--- src/rtl/sbc_pkg.sv ---
// Shared types and constants for the swept box collision pipeline.
`timescale 1ns / 1ps
package sbc_pkg;

    localparam int VEL_W     = 24;
    localparam int FRAME_W   = 16;
    localparam int FRAMEQ_W  = 24;
    localparam int TOL_W     = 16;
    localparam int ENTRY_W   = 24;
    localparam int NRM_W     = 3;
    localparam int TLIM_BITS = 40;
    localparam int TIME_W    = 42;
    localparam logic [TOL_W-1:0] TOL_RESET = 16'd512;

    localparam logic [NRM_W-1:0] NRM_NONE   = 3'd0;
    localparam logic [NRM_W-1:0] NRM_DOWN   = 3'd1;
    localparam logic [NRM_W-1:0] NRM_UP     = 3'd2;
    localparam logic [NRM_W-1:0] NRM_RIGHT  = 3'd3;
    localparam logic [NRM_W-1:0] NRM_LEFT   = 3'd4;
    localparam logic [NRM_W-1:0] NRM_INSIDE = 3'd5;

    typedef struct packed {
        logic                x_open;
        logic                y_open;
        logic                overlap;
        logic                close_bot;
        logic                close_top;
        logic                close_r;
        logic                close_l_le;
        logic                close_l_lt;
        logic                vx_pos;
        logic                vx_zero;
        logic                vy_pos;
        logic                vy_zero;
        logic [FRAMEQ_W-1:0] frame;
    } t_side;

endpackage

--- src/rtl/sbc_prep.sv ---
// Front stage: box edges, sweep distances, overlap and contact flags.
`timescale 1ns / 1ps
module sbc_prep #(
    parameter int COORD_BITS = 24,
    parameter int FRAC_BITS  = 8
) (
    input  logic                               i_clk,
    input  logic                               i_en,
    input  logic signed [COORD_BITS-1:0]       i_ax,
    input  logic signed [COORD_BITS-1:0]       i_ay,
    input  logic        [COORD_BITS-2:0]       i_aw,
    input  logic        [COORD_BITS-2:0]       i_ah,
    input  logic signed [sbc_pkg::VEL_W-1:0]   i_vx,
    input  logic signed [sbc_pkg::VEL_W-1:0]   i_vy,
    input  logic signed [COORD_BITS-1:0]       i_bx,
    input  logic signed [COORD_BITS-1:0]       i_by,
    input  logic        [COORD_BITS-2:0]       i_bw,
    input  logic        [COORD_BITS-2:0]       i_bh,
    input  logic        [sbc_pkg::FRAME_W-1:0] i_frame,
    input  logic        [sbc_pkg::TOL_W-1:0]   i_tol,
    output logic        [COORD_BITS+1:0]       o_mag_xin,
    output logic        [COORD_BITS+1:0]       o_mag_xout,
    output logic        [COORD_BITS+1:0]       o_mag_yin,
    output logic        [COORD_BITS+1:0]       o_mag_yout,
    output logic        [3:0]                  o_neg,
    output logic        [sbc_pkg::VEL_W-1:0]   o_avx,
    output logic        [sbc_pkg::VEL_W-1:0]   o_avy,
    output sbc_pkg::t_side                     o_side
);
    import sbc_pkg::*;

    localparam int DW   = COORD_BITS + 2;
    localparam int TFW  = TOL_W + 8;
    localparam int CMPW = DW + TFW;
    localparam int SH_L = (FRAC_BITS >= 8) ? (FRAC_BITS - 8) : 0;
    localparam int SH_R = (FRAC_BITS >= 8) ? 0 : (8 - FRAC_BITS);

    function automatic logic [DW-1:0] mag(input logic signed [DW-1:0] v);
        logic signed [DW-1:0] n;
        n = -v;
        return v[DW-1] ? n : v;
    endfunction

    logic signed [DW-1:0] ax, ay, bx, by, a_r, a_b, b_r, b_b;
    logic signed [DW-1:0] xin, xout, yin, yout;
    logic [TFW-1:0]       tol_f;
    logic [CMPW-1:0]      tol_c, d_bot, d_top, d_r, d_l;
    logic                 vx_neg, vy_neg;
    logic signed [VEL_W:0] nvx, nvy;
    t_side                side;

    logic [DW-1:0]    r_mag_xin, r_mag_xout, r_mag_yin, r_mag_yout;
    logic [3:0]       r_neg;
    logic [VEL_W-1:0] r_avx, r_avy;
    t_side            r_side;

    always_comb begin
        ax  = {{2{i_ax[COORD_BITS-1]}}, i_ax};
        ay  = {{2{i_ay[COORD_BITS-1]}}, i_ay};
        bx  = {{2{i_bx[COORD_BITS-1]}}, i_bx};
        by  = {{2{i_by[COORD_BITS-1]}}, i_by};
        a_r = ax + $signed({3'b000, i_aw});
        a_b = ay - $signed({3'b000, i_ah});
        b_r = bx + $signed({3'b000, i_bw});
        b_b = by - $signed({3'b000, i_bh});

        vx_neg = i_vx[VEL_W-1];
        vy_neg = i_vy[VEL_W-1];
        if (!vx_neg && i_vx != '0) begin
            xin = bx - a_r; xout = b_r - ax;
        end else begin
            xin = b_r - ax; xout = bx - a_r;
        end
        if (!vy_neg && i_vy != '0) begin
            yin = b_b - ay; yout = by - a_b;
        end else begin
            yin = by - a_b; yout = b_b - ay;
        end

        tol_f = (FRAC_BITS >= 8) ? ({8'd0, i_tol} << SH_L) : ({8'd0, i_tol} >> SH_R);
        tol_c = {{DW{1'b0}}, tol_f};
        d_bot = {{TFW{1'b0}}, mag(a_b - by)};
        d_top = {{TFW{1'b0}}, mag(ay - b_b)};
        d_r   = {{TFW{1'b0}}, mag(a_r - bx)};
        d_l   = {{TFW{1'b0}}, mag(ax - b_r)};

        side.x_open     = !(a_r <= bx || ax >= b_r);
        side.y_open     = !(a_b >= by || ay <= b_b);
        side.overlap    = !(ax > b_r || ay < b_b || a_r < bx || a_b > by);
        side.close_bot  = d_bot <= tol_c;
        side.close_top  = d_top <= tol_c;
        side.close_r    = d_r <= tol_c;
        side.close_l_le = d_l <= tol_c;
        side.close_l_lt = d_l < tol_c;
        side.vx_zero    = i_vx == '0;
        side.vy_zero    = i_vy == '0;
        side.vx_pos     = !vx_neg && !side.vx_zero;
        side.vy_pos     = !vy_neg && !side.vy_zero;
        side.frame      = {i_frame, 8'd0};

        nvx = -$signed({i_vx[VEL_W-1], i_vx});
        nvy = -$signed({i_vy[VEL_W-1], i_vy});
    end

    always_ff @(posedge i_clk) begin
        if (i_en) begin
            r_mag_xin  <= mag(xin);
            r_mag_xout <= mag(xout);
            r_mag_yin  <= mag(yin);
            r_mag_yout <= mag(yout);
            r_neg      <= {yout[DW-1] ^ vy_neg, yin[DW-1] ^ vy_neg,
                           xout[DW-1] ^ vx_neg, xin[DW-1] ^ vx_neg};
            r_avx      <= vx_neg ? nvx[VEL_W-1:0] : i_vx;
            r_avy      <= vy_neg ? nvy[VEL_W-1:0] : i_vy;
            r_side     <= side;
        end
    end

    assign o_mag_xin  = r_mag_xin;
    assign o_mag_xout = r_mag_xout;
    assign o_mag_yin  = r_mag_yin;
    assign o_mag_yout = r_mag_yout;
    assign o_neg      = r_neg;
    assign o_avx      = r_avx;
    assign o_avy      = r_avy;
    assign o_side     = r_side;

endmodule

--- config.mk ---
export PLATFORM = sky130hd
export DESIGN_NAME = sbc_prep
export DESIGN_NICKNAME = d
export VERILOG_FILES = /design/src/rtl/sbc_pkg.sv /design/src/rtl/sbc_prep.sv
export SDC_FILE = /design/constraint.sdc
export NUM_CORES = 1
export LEC_CHECK = 0
export BUFFER_PORTS_ARGS = -buffer_cell sky130_fd_sc_hd__buf_2
export CORE_UTILIZATION = 60
export CTS_CLUSTER_DIAMETER = 120
export CTS_CLUSTER_SIZE = 10
export DETAILED_ROUTE_END_ITERATION = 6
export PLACE_DENSITY = 0.79
export SETUP_SLACK_MARGIN = 0.3
export SYNTH_ARGS = -nofsm -noshare
export SYNTH_HDL_FRONTEND = slang
export SYNTH_SLANG_ARGS = --single-unit
export TNS_END_PERCENT = 10
--- constraint.sdc ---
create_clock -name i_clk -period 9.3 [get_ports i_clk]
set_input_delay 0 -clock i_clk [delete_from_list [all_inputs] [get_ports i_clk]]
set_output_delay 0 -clock i_clk [all_outputs]
set_load 0.005 [all_outputs]
Word level (Yosys, flattened, before mapping) --
Index checks and enable logic that the tools add are counted.
Word-level totals: flip-flop bits (word level) 184, logic and storage cells 99, input port bits 270, bits in writable memories 0, ROM bits 0, latch bits 0, memories 0
Cells by class: magnitude comparators 13, shifts and indexed selects 0, equal/unequal tests 0, reductions and logical operators 20, bitwise operators 4, add/subtract/negate cells 22, muxes and demuxes 14, divide/modulo/power cells 0, multipliers 0
Operator list (number):
- $mux 26 | 8
- $neg 26->26 | 8
- $le 26x16->1 | 4
- $sub 24x25->26 | 4
- $sub 25x24->26 | 4
- $mux 25 | 4
- $add 24x24->25 | 2
- $sub 24x24->25 | 2
- $logic_not 24->1 | 2
- $neg 24->24 | 2
- $reduce_bool 24->1 | 2
- $mux 23 | 2
- $lt 26x16->1 | 1
- $ge 24x25->1 | 1
- $ge 25x24->1 | 1
- $gt 24x25->1 | 1
- $gt 25x24->1 | 1
- $le 24x25->1 | 1
- $le 25x24->1 | 1
- $lt 24x25->1 | 1
- $lt 25x24->1 | 1
- $logic_not 1->1 | 7
- $logic_or 1x1->1 | 5
- $logic_and 1x1->1 | 4
- $xor 1x1->1 | 4

Logic depth before layout (Yosys ltp) --
word-level depth 6, depth in mapped cells 39, gate-level depth less buffers 36

Worst setup path after synthesis --
OpenSTA, ideal clock, no wires.
path type input port to flip-flop, start input i_ay[0], end register r_side, in the netlist o_side[32] (data pin), buffers on the path 3, path slack 2.566 ns, arrival time 6.558 ns, setup time 0.175 ns, cell stages on the path 38, cells stage by stage inv_1 -> ha_1 -> fa_1 -> nor2b_1 -> o21ai_0 -> a21boi_0 -> o21a_1 -> o21ai_0 -> a31oi_1 -> a41o_1 -> or2_2 -> and2_1 -> a2111o_1 -> and3_1 -> ha_1 -> clkbuf_1 -> a21o_1 -> nor2_1 -> (+2 left out) -> a41oi_1 -> and2_1 -> clkbuf_1 -> buf_1 -> nor2_1 -> a21oi_1 -> ha_1 -> nor2b_1 -> o21a_1 -> o21a_1 -> o21ai_0 -> nand2b_1 -> a21oi_1 -> o21ai_0 -> a21oi_1 -> o21ai_0 -> a221oi_1 -> nor4bb_1
RTL lines:
- from (decl) | line sbc_prep.sv:10 | input logic signed [COORD_BITS-1:0] i_ay,
- to (signal assigned) | line sbc_prep.sv:115 | r_side <= side;
- to (decl) | line sbc_prep.sv:55 | t_side r_side;

==> flow_summary.yaml <==
clock_tree:
  clkSlewWorstSetupHoldPaths_ns: 0.08
  numClockSinks: 184
  cts_tree: "built"
  ctsHoldBuffers: 69
  clockRootBuffer: "clkbuf_16"
  cts-htree-levels: 4
  cts-resized-gates: 0
  numCtsBuffers: 17
  postCtsSetupBuffers: 0
  clk_path_buf_depth: 2
sta:
  rsz0062_at_grt: "no"
  setup_violations: 0
  hold_viol_final: 0
  slew_viol_final: 0
  relSlewSlack_pct: 13.4
  worst_pin_slew_ns: 1.29
  fmax_ghz: 0.135
  period_minus_slack_ns: 7.41
  fin_hold_ws_ns: 0.0577
  tns_ns: 0
  post-route-period-util_pct: 79.6
global_routing:
  antenna_found_initial: 5
  grt_pass1_vias: 28400
  grt_max_degree: 116
  groute.usage.overall_pct: 41.8
  overflow: 0
  grt_pass1_wl_mm: 166
outcome:
  status: "complete, no violations"
logic_synthesis:
  yosysSeqAreaShare_pct: 18.1
  synth_edf_count: 184
  synth_ff_type: "edfxtp_1"
  synth_area_per_cell_um2: 7.87
  ys_ff_latch: 184
  synthArstFlopShare_pct: 0
  yosys_warnings: 0
  synthCells: 3877
  synthDistinctLibCells: 101
  netlist_area_um2: 30500
die:
  dieArea_um2: 51700
  start_util_pct: 60.8
  die_h_um: 227
  io_pins: 462
  rows: 82
  core_area_um2: 50200
  die_x_um: 227
drt:
  routed_wl_mm: 111
  drc: 0
  wl_per_cell_um: 22.3
  drt-initial-drc-count: 3918
  viasPerCell: 6.41
  dr.pass1.iters: 6
  ant_nets: 0
  vias: 31900
setup_path:
  required_ns: 9.54
  path_class: "primary input to register"
  crit_path_start_kind: "primary input"
  slowest_stage: "o21ai_1"
  worstPathMaxFanout: 8
  cp_common_cell: "a21oi_1"
  arrival_ns: 7.65
  slowest_delay_ns: 0.77
  setup.worst_path.start: "i_ax[0]"
  crit_path_end_kind: "register"
power_and_ir_drop:
  p_sw_share_pct: 52.0
  internal_power_mw: 3.69
  p_switching_mw: 3.99
  p_leak_nw: 15.5
  clock_power_share_pct: 9.8
  ir_drop_uv: 149
  p_comb_share_pct: 73.1
  p_seq_share_pct: 17.2
  powerDensity_nw_per_um2: 223
placed_design:
  post-dp-hpwl_mm: 89.6
  port_buffers: 453
  place.gp.congestion: 1.05
layout:
  final_cell_mix: "buf_2 (452), ha_1 (370), inv_1 (310)"
  final_layout_size_suffix_gt1_share_pct: 13.7
  final_common_cell: "buf_2"
  layout.nets: 4940
  fillers: 4225
  syn2layout_area_growth_pct: 12.8
worst_hold_path:
  worstHoldPathType: "primary input to register"
  hp-start: "i_vx[1]"
flow_run:
  drv_cap: 0
[per-layer routing]
layer	track usage (%)	routed length [um]	vias up	share of wire, %
met5	0	14	-	0.013
met4	16.7	4760	2	4.3
met3	11.3	14500	251	13
met2	58.8	43900	1839	40
met1	59.7	47800	14900	43
li1	-	-	14900	-
[worst paths after layout]
check | endpoint | cells past startpoint | slack [ns]
worst max-delay path | o_side[30]$_DFFE_PP_ | 33 | 1.89
worst min-delay path | o_avx[3]$_DFFE_PP_ | 3 | 0.06
[area by class of cell]
cell class	count	area (um^2)	share of cell area, %
Multi-Input combinational cell	3238	23200	67.4
Sequential cell	184	5530	16.1
Timing Repair Buffer	532	3040	8.84
Inverter	315	1180	3.44
Tap cell	672	841	2.44
Clock buffer	17	425	1.24
Clock inverter	15	190	0.553
Antenna cell	3	7.51	0.0218
[critical path, delay by kind of cell]
family | cells | cell delay [ns]
compound gates | 21 | 5.17
fa+ha+maj | 4 | 1.10
buf+inv | 3 | 0.26
simple gates | 5 | 1.11
[logic make-up (layout without fill, tap and decap cells)]
group	after synthesis	count (layout)	synth area share [%]
adders and majority gates	382	382	16.0
xor gates and xnor gates	427	427	12.3
AOI/OAI and AO/OA	1160	1160	25.1
buffers and inverters	462	879	5.93
and+or+nand+nor	1175	1175	19.8
DFF	184	184	18.1
other	1	11	0.0123
muxes	86	86	2.86
[flip-flops by register name, indices dropped and copies added (netlist names)]
register and flops:
o_avy 24, o_mag_yin 26, o_side 28, o_mag_yout 26, o_mag_xout 26, o_avx 24
o_mag_xin 26, o_neg 4
[power by group through the flow]
stage	Combinational, mW	Sequential, mW	Clock, mW
2_1_floorplan	3.70	1.34	0
3_3_place_gp	5.28	1.32	0
3_5_place_dp	5.33	1.33	0
4_1_cts	5.39	1.31	0.757
5_1_grt	6.07	1.34	0.780
6_report	5.61	1.32	0.752
[Yosys cell counts, drive strengths merged, types with 14 or more instances]
library cell	number	area (um^2)
a2111oi	20	188
a211o	17	149
a211oi	35	263
a21boi	15	113
a21o	104	781
a21oi	309	1550
a221oi	15	138
a31oi	50	313
and2	45	282
and3	31	194
and4	18	158
buf	45	241
clkbuf	102	383
edfxtp	184	5530
ha	370	4630
inv	312	1170
mux2i	77	771
nand2	262	986
nand2b	63	394
nand3	86	435
nand4	38	238
nor2	271	1020
nor2b	73	457
nor3	99	500
nor3b	14	105
nor4	25	163
o211ai	31	233
o21a	77	578
o21ai	243	1230
o21bai	31	233
o31ai	48	365
or2	41	259
or3	46	293
or4	21	169
xnor2	277	2430
xor2	150	1310
[stage by stage]
step / setup WS, ns / utilization (%) / total power [mW] / instance area, um^2 / instances
2_1_floorplan: 2.57 / - / 5.05 / 30500 / 3884
3_3_place_gp: 1.74 / 66.0 / 6.60 / 33100 / 4872
3_5_place_dp: 1.55 / 66.0 / 6.65 / 33100 / 4872
4_1_cts: 2.01 / 68.6 / 7.46 / 34400 / 4973
5_1_grt: 1.27 / 68.6 / 8.19 / 34400 / 4976
6_report: 1.89 / 68.6 / 7.68 / 34400 / 4976
No activity file was read; power rests on OpenSTA's default activity.
