**src/rtl/sbc_pkg.sv**
```systemverilog
// Shared types and constants for the swept box collision pipeline.
`timescale 1ns / 1ps
package sbc_pkg;

    localparam int VEL_W     = 24;
    localparam int FRAME_W   = 16;
    localparam int FRAMEQ_W  = 24;
    localparam int TOL_W     = 16;
    localparam int ENTRY_W   = 24;
    localparam int NRM_W     = 3;
    localparam int TLIM_BITS = 40;
    localparam int TIME_W    = 42;
    localparam logic [TOL_W-1:0] TOL_RESET = 16'd512;

    localparam logic [NRM_W-1:0] NRM_NONE   = 3'd0;
    localparam logic [NRM_W-1:0] NRM_DOWN   = 3'd1;
    localparam logic [NRM_W-1:0] NRM_UP     = 3'd2;
    localparam logic [NRM_W-1:0] NRM_RIGHT  = 3'd3;
    localparam logic [NRM_W-1:0] NRM_LEFT   = 3'd4;
    localparam logic [NRM_W-1:0] NRM_INSIDE = 3'd5;

    typedef struct packed {
        logic                x_open;
        logic                y_open;
        logic                overlap;
        logic                close_bot;
        logic                close_top;
        logic                close_r;
        logic                close_l_le;
        logic                close_l_lt;
        logic                vx_pos;
        logic                vx_zero;
        logic                vy_pos;
        logic                vy_zero;
        logic [FRAMEQ_W-1:0] frame;
    } t_side;

endpackage

```
**src/rtl/sbc_decide.sv**
```systemverilog
// Back stages: signed times, entry and exit, hit test and contact normals.
`timescale 1ns / 1ps
module sbc_decide #(
    parameter int NUM_W = 50
) (
    input  logic                          i_clk,
    input  logic                          i_rst_n,
    input  logic                          i_en,
    input  logic                          i_valid,
    input  logic [NUM_W-1:0]              i_q_xin,
    input  logic [NUM_W-1:0]              i_q_xout,
    input  logic [NUM_W-1:0]              i_q_yin,
    input  logic [NUM_W-1:0]              i_q_yout,
    input  logic [3:0]                    i_neg,
    input  sbc_pkg::t_side                i_side,
    output logic                          o_valid,
    output logic [sbc_pkg::ENTRY_W-1:0]   o_entry,
    output logic [sbc_pkg::NRM_W-1:0]     o_nx,
    output logic [sbc_pkg::NRM_W-1:0]     o_ny,
    output logic                          o_hit
);
    import sbc_pkg::*;

    localparam int QX = 72;
    localparam logic signed [TIME_W-1:0] T_LIM = TIME_W'(64'd1 << TLIM_BITS);

    function automatic logic signed [TIME_W-1:0] to_time(input logic [NUM_W-1:0] q,
                                                          input logic neg);
        logic [QX-1:0]     qx;
        logic [TIME_W-1:0] m;
        qx = {{(QX-NUM_W){1'b0}}, q};
        if (qx[QX-1:TLIM_BITS] != '0)
            m = {2'b00, {TLIM_BITS{1'b1}}};
        else
            m = {2'b00, qx[TLIM_BITS-1:0]};
        return neg ? -$signed(m) : $signed(m);
    endfunction

    logic signed [TIME_W-1:0] xe, xx, ye, yx, entry, exit_t, frame;

    logic                     r_vld1, r_miss, r_xgt;
    logic signed [TIME_W-1:0] r_entry;
    t_side                    r_side;

    logic                     r_vld;
    logic [ENTRY_W-1:0]       r_out_entry;
    logic [NRM_W-1:0]         r_nx, r_ny;
    logic                     r_hit;

    logic [NRM_W-1:0]         n_nx, n_ny;
    logic                     n_hit;
    logic signed [TIME_W-1:0] n_t;

    always_comb begin
        xe     = i_side.vx_zero ? -T_LIM : to_time(i_q_xin, i_neg[0]);
        xx     = i_side.vx_zero ?  T_LIM : to_time(i_q_xout, i_neg[1]);
        ye     = i_side.vy_zero ? -T_LIM : to_time(i_q_yin, i_neg[2]);
        yx     = i_side.vy_zero ?  T_LIM : to_time(i_q_yout, i_neg[3]);
        entry  = (xe > ye) ? xe : ye;
        exit_t = (xx < yx) ? xx : yx;
        frame  = $signed({{(TIME_W-FRAMEQ_W){1'b0}}, i_side.frame});
    end

    always_ff @(posedge i_clk) begin
        if (!i_rst_n) begin
            r_vld1 <= 1'b0;
        end else if (i_en) begin
            r_vld1 <= i_valid;
        end
    end

    always_ff @(posedge i_clk) begin
        if (i_en) begin
            r_miss  <= entry > exit_t || (xe < 0 && ye < 0) || xe > frame || ye > frame;
            r_xgt   <= xe > ye;
            r_entry <= entry;
            r_side  <= i_side;
        end
    end

    always_comb begin
        n_nx  = NRM_NONE;
        n_ny  = NRM_NONE;
        n_hit = 1'b0;
        n_t   = '0;
        if (r_miss) begin
            if (r_side.overlap) begin
                priority if (r_side.close_bot && r_side.x_open) n_ny = NRM_DOWN;
                else if (r_side.close_top && r_side.x_open) n_ny = NRM_UP;
                else if (r_side.close_r && r_side.y_open) n_nx = NRM_RIGHT;
                else if (r_side.close_l_le && r_side.y_open) n_nx = NRM_LEFT;
                else if (r_side.x_open && r_side.y_open) begin
                    n_nx = NRM_INSIDE;
                    n_ny = NRM_INSIDE;
                end else n_nx = NRM_NONE;
            end
        end else begin
            n_hit = 1'b1;
            n_t   = r_entry;
            if (r_xgt) begin
                priority if (r_side.y_open) begin
                    n_nx = r_side.vx_pos ? NRM_RIGHT : NRM_LEFT;
                end else if (r_side.close_bot) begin
                    n_ny = NRM_DOWN;
                    n_t  = '0;
                end else if (r_side.close_top) begin
                    n_ny = NRM_UP;
                    n_t  = '0;
                end else begin
                    n_ny = NRM_NONE;
                end
            end else begin
                priority if (r_side.x_open) begin
                    n_ny = r_side.vy_pos ? NRM_UP : NRM_DOWN;
                end else if (r_side.close_r) begin
                    n_nx = NRM_RIGHT;
                    n_t  = '0;
                end else if (r_side.close_l_lt) begin
                    n_nx = NRM_LEFT;
                    n_t  = '0;
                end else begin
                    n_nx = NRM_NONE;
                end
            end
        end
        if (n_t < 0)
            n_t = '0;
    end

    always_ff @(posedge i_clk) begin
        if (!i_rst_n) begin
            r_vld <= 1'b0;
        end else if (i_en) begin
            r_vld <= r_vld1;
        end
    end

    always_ff @(posedge i_clk) begin
        if (i_en) begin
            r_out_entry <= n_t[ENTRY_W-1:0];
            r_nx        <= n_nx;
            r_ny        <= n_ny;
            r_hit       <= n_hit;
        end
    end

    assign o_valid = r_vld;
    assign o_entry = r_out_entry;
    assign o_nx    = r_nx;
    assign o_ny    = r_ny;
    assign o_hit   = r_hit;

endmodule

```
**config.mk**
```make
export PLATFORM = sky130hd
export DESIGN_NAME = sbc_decide
export DESIGN_NICKNAME = d
export VERILOG_FILES = /design/src/rtl/sbc_pkg.sv /design/src/rtl/sbc_decide.sv
export SDC_FILE = /design/constraint.sdc
export NUM_CORES = 1
export LEC_CHECK = 0
export CORE_ASPECT_RATIO = 1.25
export CORE_MARGIN = 5
export CORE_UTILIZATION = 41
export DETAILED_ROUTE_END_ITERATION = 16
export DONT_BUFFER_PORTS = 1
export PLACE_DENSITY = 0.64
export RECOVER_POWER = 50
export SLEW_MARGIN = 5
export SYNTH_ARGS = -nofsm -noshare
export SYNTH_HDL_FRONTEND = slang
export SYNTH_SLANG_ARGS = --single-unit
```
**constraint.sdc**
```tcl
create_clock -name i_clk -period 12.5 [get_ports i_clk]
set_clock_uncertainty 0.1 [all_clocks]
set_input_delay 1.875 -clock i_clk [delete_from_list [all_inputs] [get_ports i_clk]]
set_output_delay 1.875 -clock i_clk [all_outputs]
set_load 0.01 [all_outputs]
```
# ---- Yosys cells after proc, flatten, opt, wreduce, memory -nomap -nowiden
# Index checks and enable logic that the tools add are counted.
dict set report classes {
  n_addsub 4
  multipliers 0
  div 0
  order_cmp 8
  eq_ne 0
  shifts 0
  n_mux 48
  bitwise 0
  n_reduce_logical 13
}
# operator n
set ops {}
lappend ops {{$mux W42} 18}
lappend ops {{$neg A42 Y42} 4}
lappend ops {{$mux W40} 4}
lappend ops {{$lt A42 B1 Y1 const B} 3}
lappend ops {{$gt A42 B25 Y1} 2}
lappend ops {{$gt A42 B42 Y1} 2}
lappend ops {{$mux W3} 20}
lappend ops {{$lt A42 B42 Y1} 1}
lappend ops {{$reduce_bool A10 Y1} 4}
lappend ops {{$mux W2} 5}
lappend ops {{$logic_and A1 B1 Y1} 6}
lappend ops {{$logic_or A1 B1 Y1} 3}
lappend ops {{$mux W1} 1}
dict set report totals {
  ff_bits 87
  latchBits 0
  ram_bits 0
  mem_bits_ro 0
  in_bits 244
  output_inout_bits 32
  elab_cells 92
  memories 0
}

# ---- Logic depth before layout (Yosys ltp)
dict set report logic_depth {
  word_depth 11
  ltp_mapped 43
  mapped_depth_nobuf 37
}

# ---- Worst setup path after synthesis
# Ideal clock, no wire load.
dict set report synth_path {
  kind {input-to-reg}
  start {input port i_q_xin[49]}
  end {register r_miss (data pin)}
  arrival_time_ns 10.321
  slack_ns 1.820
  path_stages 40
  path_cell_list {nor4_2 nand3_1 clkbuf_1 clkbuf_1 clkbuf_1 buf_1 nor2_1 ha_1 or4b_1 or4_1 clkbuf_1 or4_1 buf_2 nor3_1 mux2i_1 o22a_1 nor2_1 ha_1 (+4 left out) nor4_1 a31o_1 buf_6 a21o_4 buf_8 o22ai_1 a221oi_1 ha_1 a21o_1 a21o_1 a21oi_1 nor2_1 a2111oi_0 o31ai_1 a211oi_1 a31oi_1 o21a_1 a211o_1}
}
dict set report synth_via {
  elab_chain_cells 11
}
# element line
set synth_rtl {}
lappend synth_rtl {{start: declaration} sbc_decide.sv:10} ;# input logic [NUM_W-1:0] i_q_xin,
lappend synth_rtl {{$reduce_bool A10 Y1 (*)} sbc_decide.sv:32} ;# if (qx[QX-1:TLIM_BITS] != '0)
lappend synth_rtl {{$mux W40 (*)} sbc_decide.sv:32}
lappend synth_rtl {{$neg A42 Y42} sbc_decide.sv:36} ;# return neg ? -$signed(m) : $signed(m);
lappend synth_rtl {{$mux W42 (*)} sbc_decide.sv:36}
lappend synth_rtl {{$mux W42 (*)} sbc_decide.sv:55} ;# xe = i_side.vx_zero ? -T_LIM : to_time(i_q_xin, i_neg[0]);
lappend synth_rtl {{$gt A42 B42 Y1} sbc_decide.sv:59} ;# entry = (xe > ye) ? xe : ye;
lappend synth_rtl {{$mux W42 (*)} sbc_decide.sv:59}
lappend synth_rtl {{via entry[15]} sbc_decide.sv:39} ;# logic signed [TIME_W-1:0] xe, xx, ye, yx, entry, exit_t, frame;
lappend synth_rtl {{$gt A42 B42 Y1 (*)} sbc_decide.sv:74} ;# r_miss <= entry > exit_t || (xe < 0 && ye < 0) || xe > frame || ye > frame;
lappend synth_rtl {{$logic_or A1 B1 Y1 (*) (3 in a row)} sbc_decide.sv:74}
lappend synth_rtl {{end signal: assignment} sbc_decide.sv:74}
lappend synth_rtl {{end: declaration} sbc_decide.sv:41} ;# logic r_vld1, r_miss, r_xgt;
# The timed path passes the listed nets; every way through them passes the cells marked *.
# A chain may end at the register's enable or synchronous reset.

# ---- Worst setup path after layout
# Same ends and word-level chain as after synthesis.

==> results.sh <==
export IMPL_die_h_um=223
export IMPL_hold_buffers=0
export IMPL_antenna_left=0
export IMPL_synth_top_flop_cell="edfxtp_1"
export IMPL_synthTopCellsByArea="ha_1, edfxtp_1, nor2_1"
export IMPL_run_status="complete, no violations"
export IMPL_p_per_area_mw_per_mm2=67.3
export IMPL_cts_sinks=70
export IMPL_clock_path_buffers=2
export IMPL_critPathLaunch="i_q_xin[49]"
export IMPL_dr_pass1_iters=6
export IMPL_grt_max_degree=95
export IMPL_syn_num_nets=2518
export IMPL_switchingPower_mw=0.408
export IMPL_intPower_mw=0.627
export IMPL_fin_crit_sh_pct=92.6
export IMPL_core_area_mm2=0.0360
export IMPL_cts_tree="done"
export IMPL_power_leakage_nw=5.93
export IMPL_post_cts_buffers=0
export IMPL_place_area_mm2=0.0151
export IMPL_drv_cap=0
export IMPL_synth_seq_area_share_pct=14.0
export IMPL_nets=2432
export IMPL_slew_viol_final=0
export IMPL_die_x_um=180
export IMPL_synth_area_per_cell_um2=7.05
export IMPL_ios=276
export IMPL_num_fill_cells=3748
export IMPL_synth_warnings=0
export IMPL_synthSimpleGateAreaFrac_pct=31.6
export IMPL_hpwl_um=43800
export IMPL_numPortBuffers=0
export IMPL_drt_iter0_drc=1211
export IMPL_r2r_end="o_entry[19]"
export IMPL_post_drt_wl_per_cell_um=21.5
export IMPL_critical_path_max_stage_delay_ns=0.73
export IMPL_cts_resized_gates=0
export IMPL_setup_viol=0
export IMPL_root_buffer="clkbuf_16"
export IMPL_critPathArrivalTime_ns=11.56
export IMPL_synth_edf_count=68
export IMPL_critPathMaxFanout=38
export IMPL_rsz0062_at_grt="no"
export IMPL_synth_seq_cells=70
export IMPL_fmaxAchievable_ghz=0.0863
export IMPL_critPathCaptureType="flip-flop"
export IMPL_yosys_area_share_xor_xnor_pct=3.36
export IMPL_synth_top_family_by_area="simple AND/OR/NAND/NOR gates"
export IMPL_worstSkewPairLatency_ns=0.33
export IMPL_timing_rr_start="r_miss"
export IMPL_hold_violations=0
export IMPL_seqCellArea_mm2=0.00208
export IMPL_grt_pass1_wl_um=82200
export IMPL_critPathLaunchType="input port"
export IMPL_r2r_cells=5
export IMPL_hold_start="r_entry[23]"
export IMPL_timing_final_crit_period_ns=11.58
export IMPL_antenna_found_initial=1
export IMPL_cts_buffers=9
export IMPL_finalInstanceArea_mm2=0.0154
export IMPL_cp_required_ns=12.48
export IMPL_netlist_area_leader_share_pct=14.2
export IMPL_drc=0
export IMPL_clockPowerShare_pct=22.8
export IMPL_synth_area_mux_share_pct=5.58
export IMPL_seqPwrFrac_pct=29.6
export IMPL_vias=15700
export IMPL_max_slew_worst_pin_slew_ns=0.935
export IMPL_wl_um=53700
export IMPL_grt_pass1_vias=14800
export IMPL_synthArstFlopShare_pct=0
export IMPL_r2r_slack_ns=10.42
export IMPL_worstSetupEndpoint="r_miss"
export IMPL_synth_cells=2105
export IMPL_synth_area_mm2=0.0148
export IMPL_overflow=0
export IMPL_relSlewSlack_pct=37.2
export IMPL_crit_type="input port to flip-flop"
export IMPL_die_area_mm2=0.0401
export IMPL_layout_drive_gt1_share_pct=4.35
export IMPL_p_sw_share_pct=39.4
export IMPL_diodes=0
export IMPL_synth_compound_area_share_pct=24.3
export IMPL_routed_via_density=6.28
export IMPL_routabilityCongestion=0.986
export IMPL_tns_ns=0
export IMPL_num_rows=78
export IMPL_comb_power_share_pct=47.6
export IMPL_slowest_stage="nor4_2"
export IMPL_h_tree_depth=3
export IMPL_initial_core_util_pct=41.2
export IMPL_synthAdderAreaFrac_pct=14.5
export IMPL_clk_pin_slew_ns=0.06
export IMPL_multiInputGateArea_mm2=0.0118
export IMPL_yosysUniqueCellTypes=90
export IMPL_final_util_pct=42.7
export IMPL_syn2layout_area_growth_pct=3.63
export IMPL_hold_path_class="flip-flop to flip-flop"
export IMPL_grt_usage_pct=25.0
export IMPL_yosys_area_top_type="ha_1"
export IMPL_max_vdd_ir_drop_v=0.0000636
-- routing by layer --
metal | vias to the layer above | wire (um) | track usage [%]
li1 | 7602 | - | -
met1 | 7310 | 21300 | 29.7
met2 | 651 | 25900 | 43.9
met5 | - | 13 | 0
met4 | 2 | 2600 | 10.5
met3 | 150 | 3860 | 5.08
-- Yosys cell counts, types with 11 or more instances --
| library cell | instances |
|---|---|
| mux2i_1 | 67 |
| o22ai_1 | 66 |
| nor3_1 | 73 |
| nand2b_1 | 50 |
| or3_1 | 33 |
| nand3_1 | 24 |
| a31oi_1 | 24 |
| nand4_1 | 47 |
| o311ai_0 | 24 |
| o31ai_1 | 18 |
| xnor2_1 | 49 |
| a211oi_1 | 16 |
| edfxtp_1 | 68 |
| mux2_2 | 14 |
| a21oi_1 | 145 |
| nand2_1 | 133 |
| inv_1 | 117 |
| nor4_1 | 47 |
| buf_1 | 19 |
| or4_1 | 25 |
| o21a_1 | 14 |
| clkbuf_1 | 81 |
| or2_2 | 11 |
| nor2_1 | 356 |
| nor3b_1 | 34 |
| o22a_1 | 32 |
| a21o_1 | 41 |
| and2_1 | 31 |
| nor2b_1 | 43 |
| o21ai_0 | 86 |
| ha_1 | 169 |
-- worst min-delay path by stage --
stage / to / cells past startpoint
finish: o_entry[23] / 1
global route: o_entry[23] / 1
CTS: o_entry[23] / 1
detailed placement: o_entry[23] / 1
global placement: r_vld1 / 2
floorplan: r_vld1 / 2
-- layout by cell type (no fill, tap or decap), drive strengths merged, types with 33 or more instances in the layout --
master | netlist | routed
o21ai | 88 | 88
nor3b | 34 | 34
nor2 | 357 | 357
edfxtp | 68 | 68
nor4 | 48 | 48
a21oi | 146 | 146
ha | 169 | 169
o22ai | 66 | 66
xnor2 | 49 | 49
nand4 | 47 | 47
nand2b | 50 | 50
mux2i | 67 | 67
nor3 | 74 | 74
nor2b | 43 | 43
or3 | 33 | 33
a21o | 42 | 42
nand2 | 134 | 134
inv | 118 | 122
-- power by group through the flow --
stage	sequential (mW)	clock, mW	combinational [mW]
after floorplan	0.302	0	0.385
after global placement	0.311	0	0.475
after detailed placement	0.311	0	0.485
after CTS	0.307	0.241	0.487
after global routing	0.308	0.250	0.547
final	0.306	0.236	0.492
-- critical path, delay by kind of cell --
family	cells	cell delay [ns]
adders and majority gates	3	0.87
AOI/OAI and AO/OA	14	3.18
muxes	1	0.23
and+or+nand+nor	15	5.38
-- sequential cells by signal, indices dropped and copies added (netlist names) --
name and flops:
r_entry 25, o_entry 24, r_side 10, o_nx 3, o_ny 3, o_hit 1
o_valid 1, r_miss 1, r_vld1 1, r_xgt 1
-- final cells by class --
class / instances / area share (%)
multi-input combinational: 1797 / 76.8
sequential: 70 / 13.5
clock inverter: 7 / 0.342
clock buffer: 9 / 1.46
timing repair buffer: 22 / 1.05
inverter: 119 / 2.92
tap: 480 / 3.90
-- through the flow --
stage          setup slack [ns]  hold WS (ns)  instances  total power, mW
4_1_cts                   0.878         0.421       2504             1.04
3_3_place_gp              0.812         0.399       2488            0.786
5_1_grt                  0.0926         0.455       2504             1.11
2_1_floorplan              1.82         0.382       2105            0.687
3_5_place_dp              0.572         0.407       2488            0.796
6_report                  0.919         0.420       2504             1.03
-- kinds of logic (layout without fill, tap and decap cells) --
family,Yosys count,count (layout)
flip-flops,70,70
AND/OR/NAND/NOR,941,941
multiplexers,81,81
XOR/XNOR,57,57
buffers and inverters,238,157
adder cells (fa/ha/maj),172,172
AO/OA/AOI/OAI,546,546
Note: power is estimated with default switching activity, not from simulation.
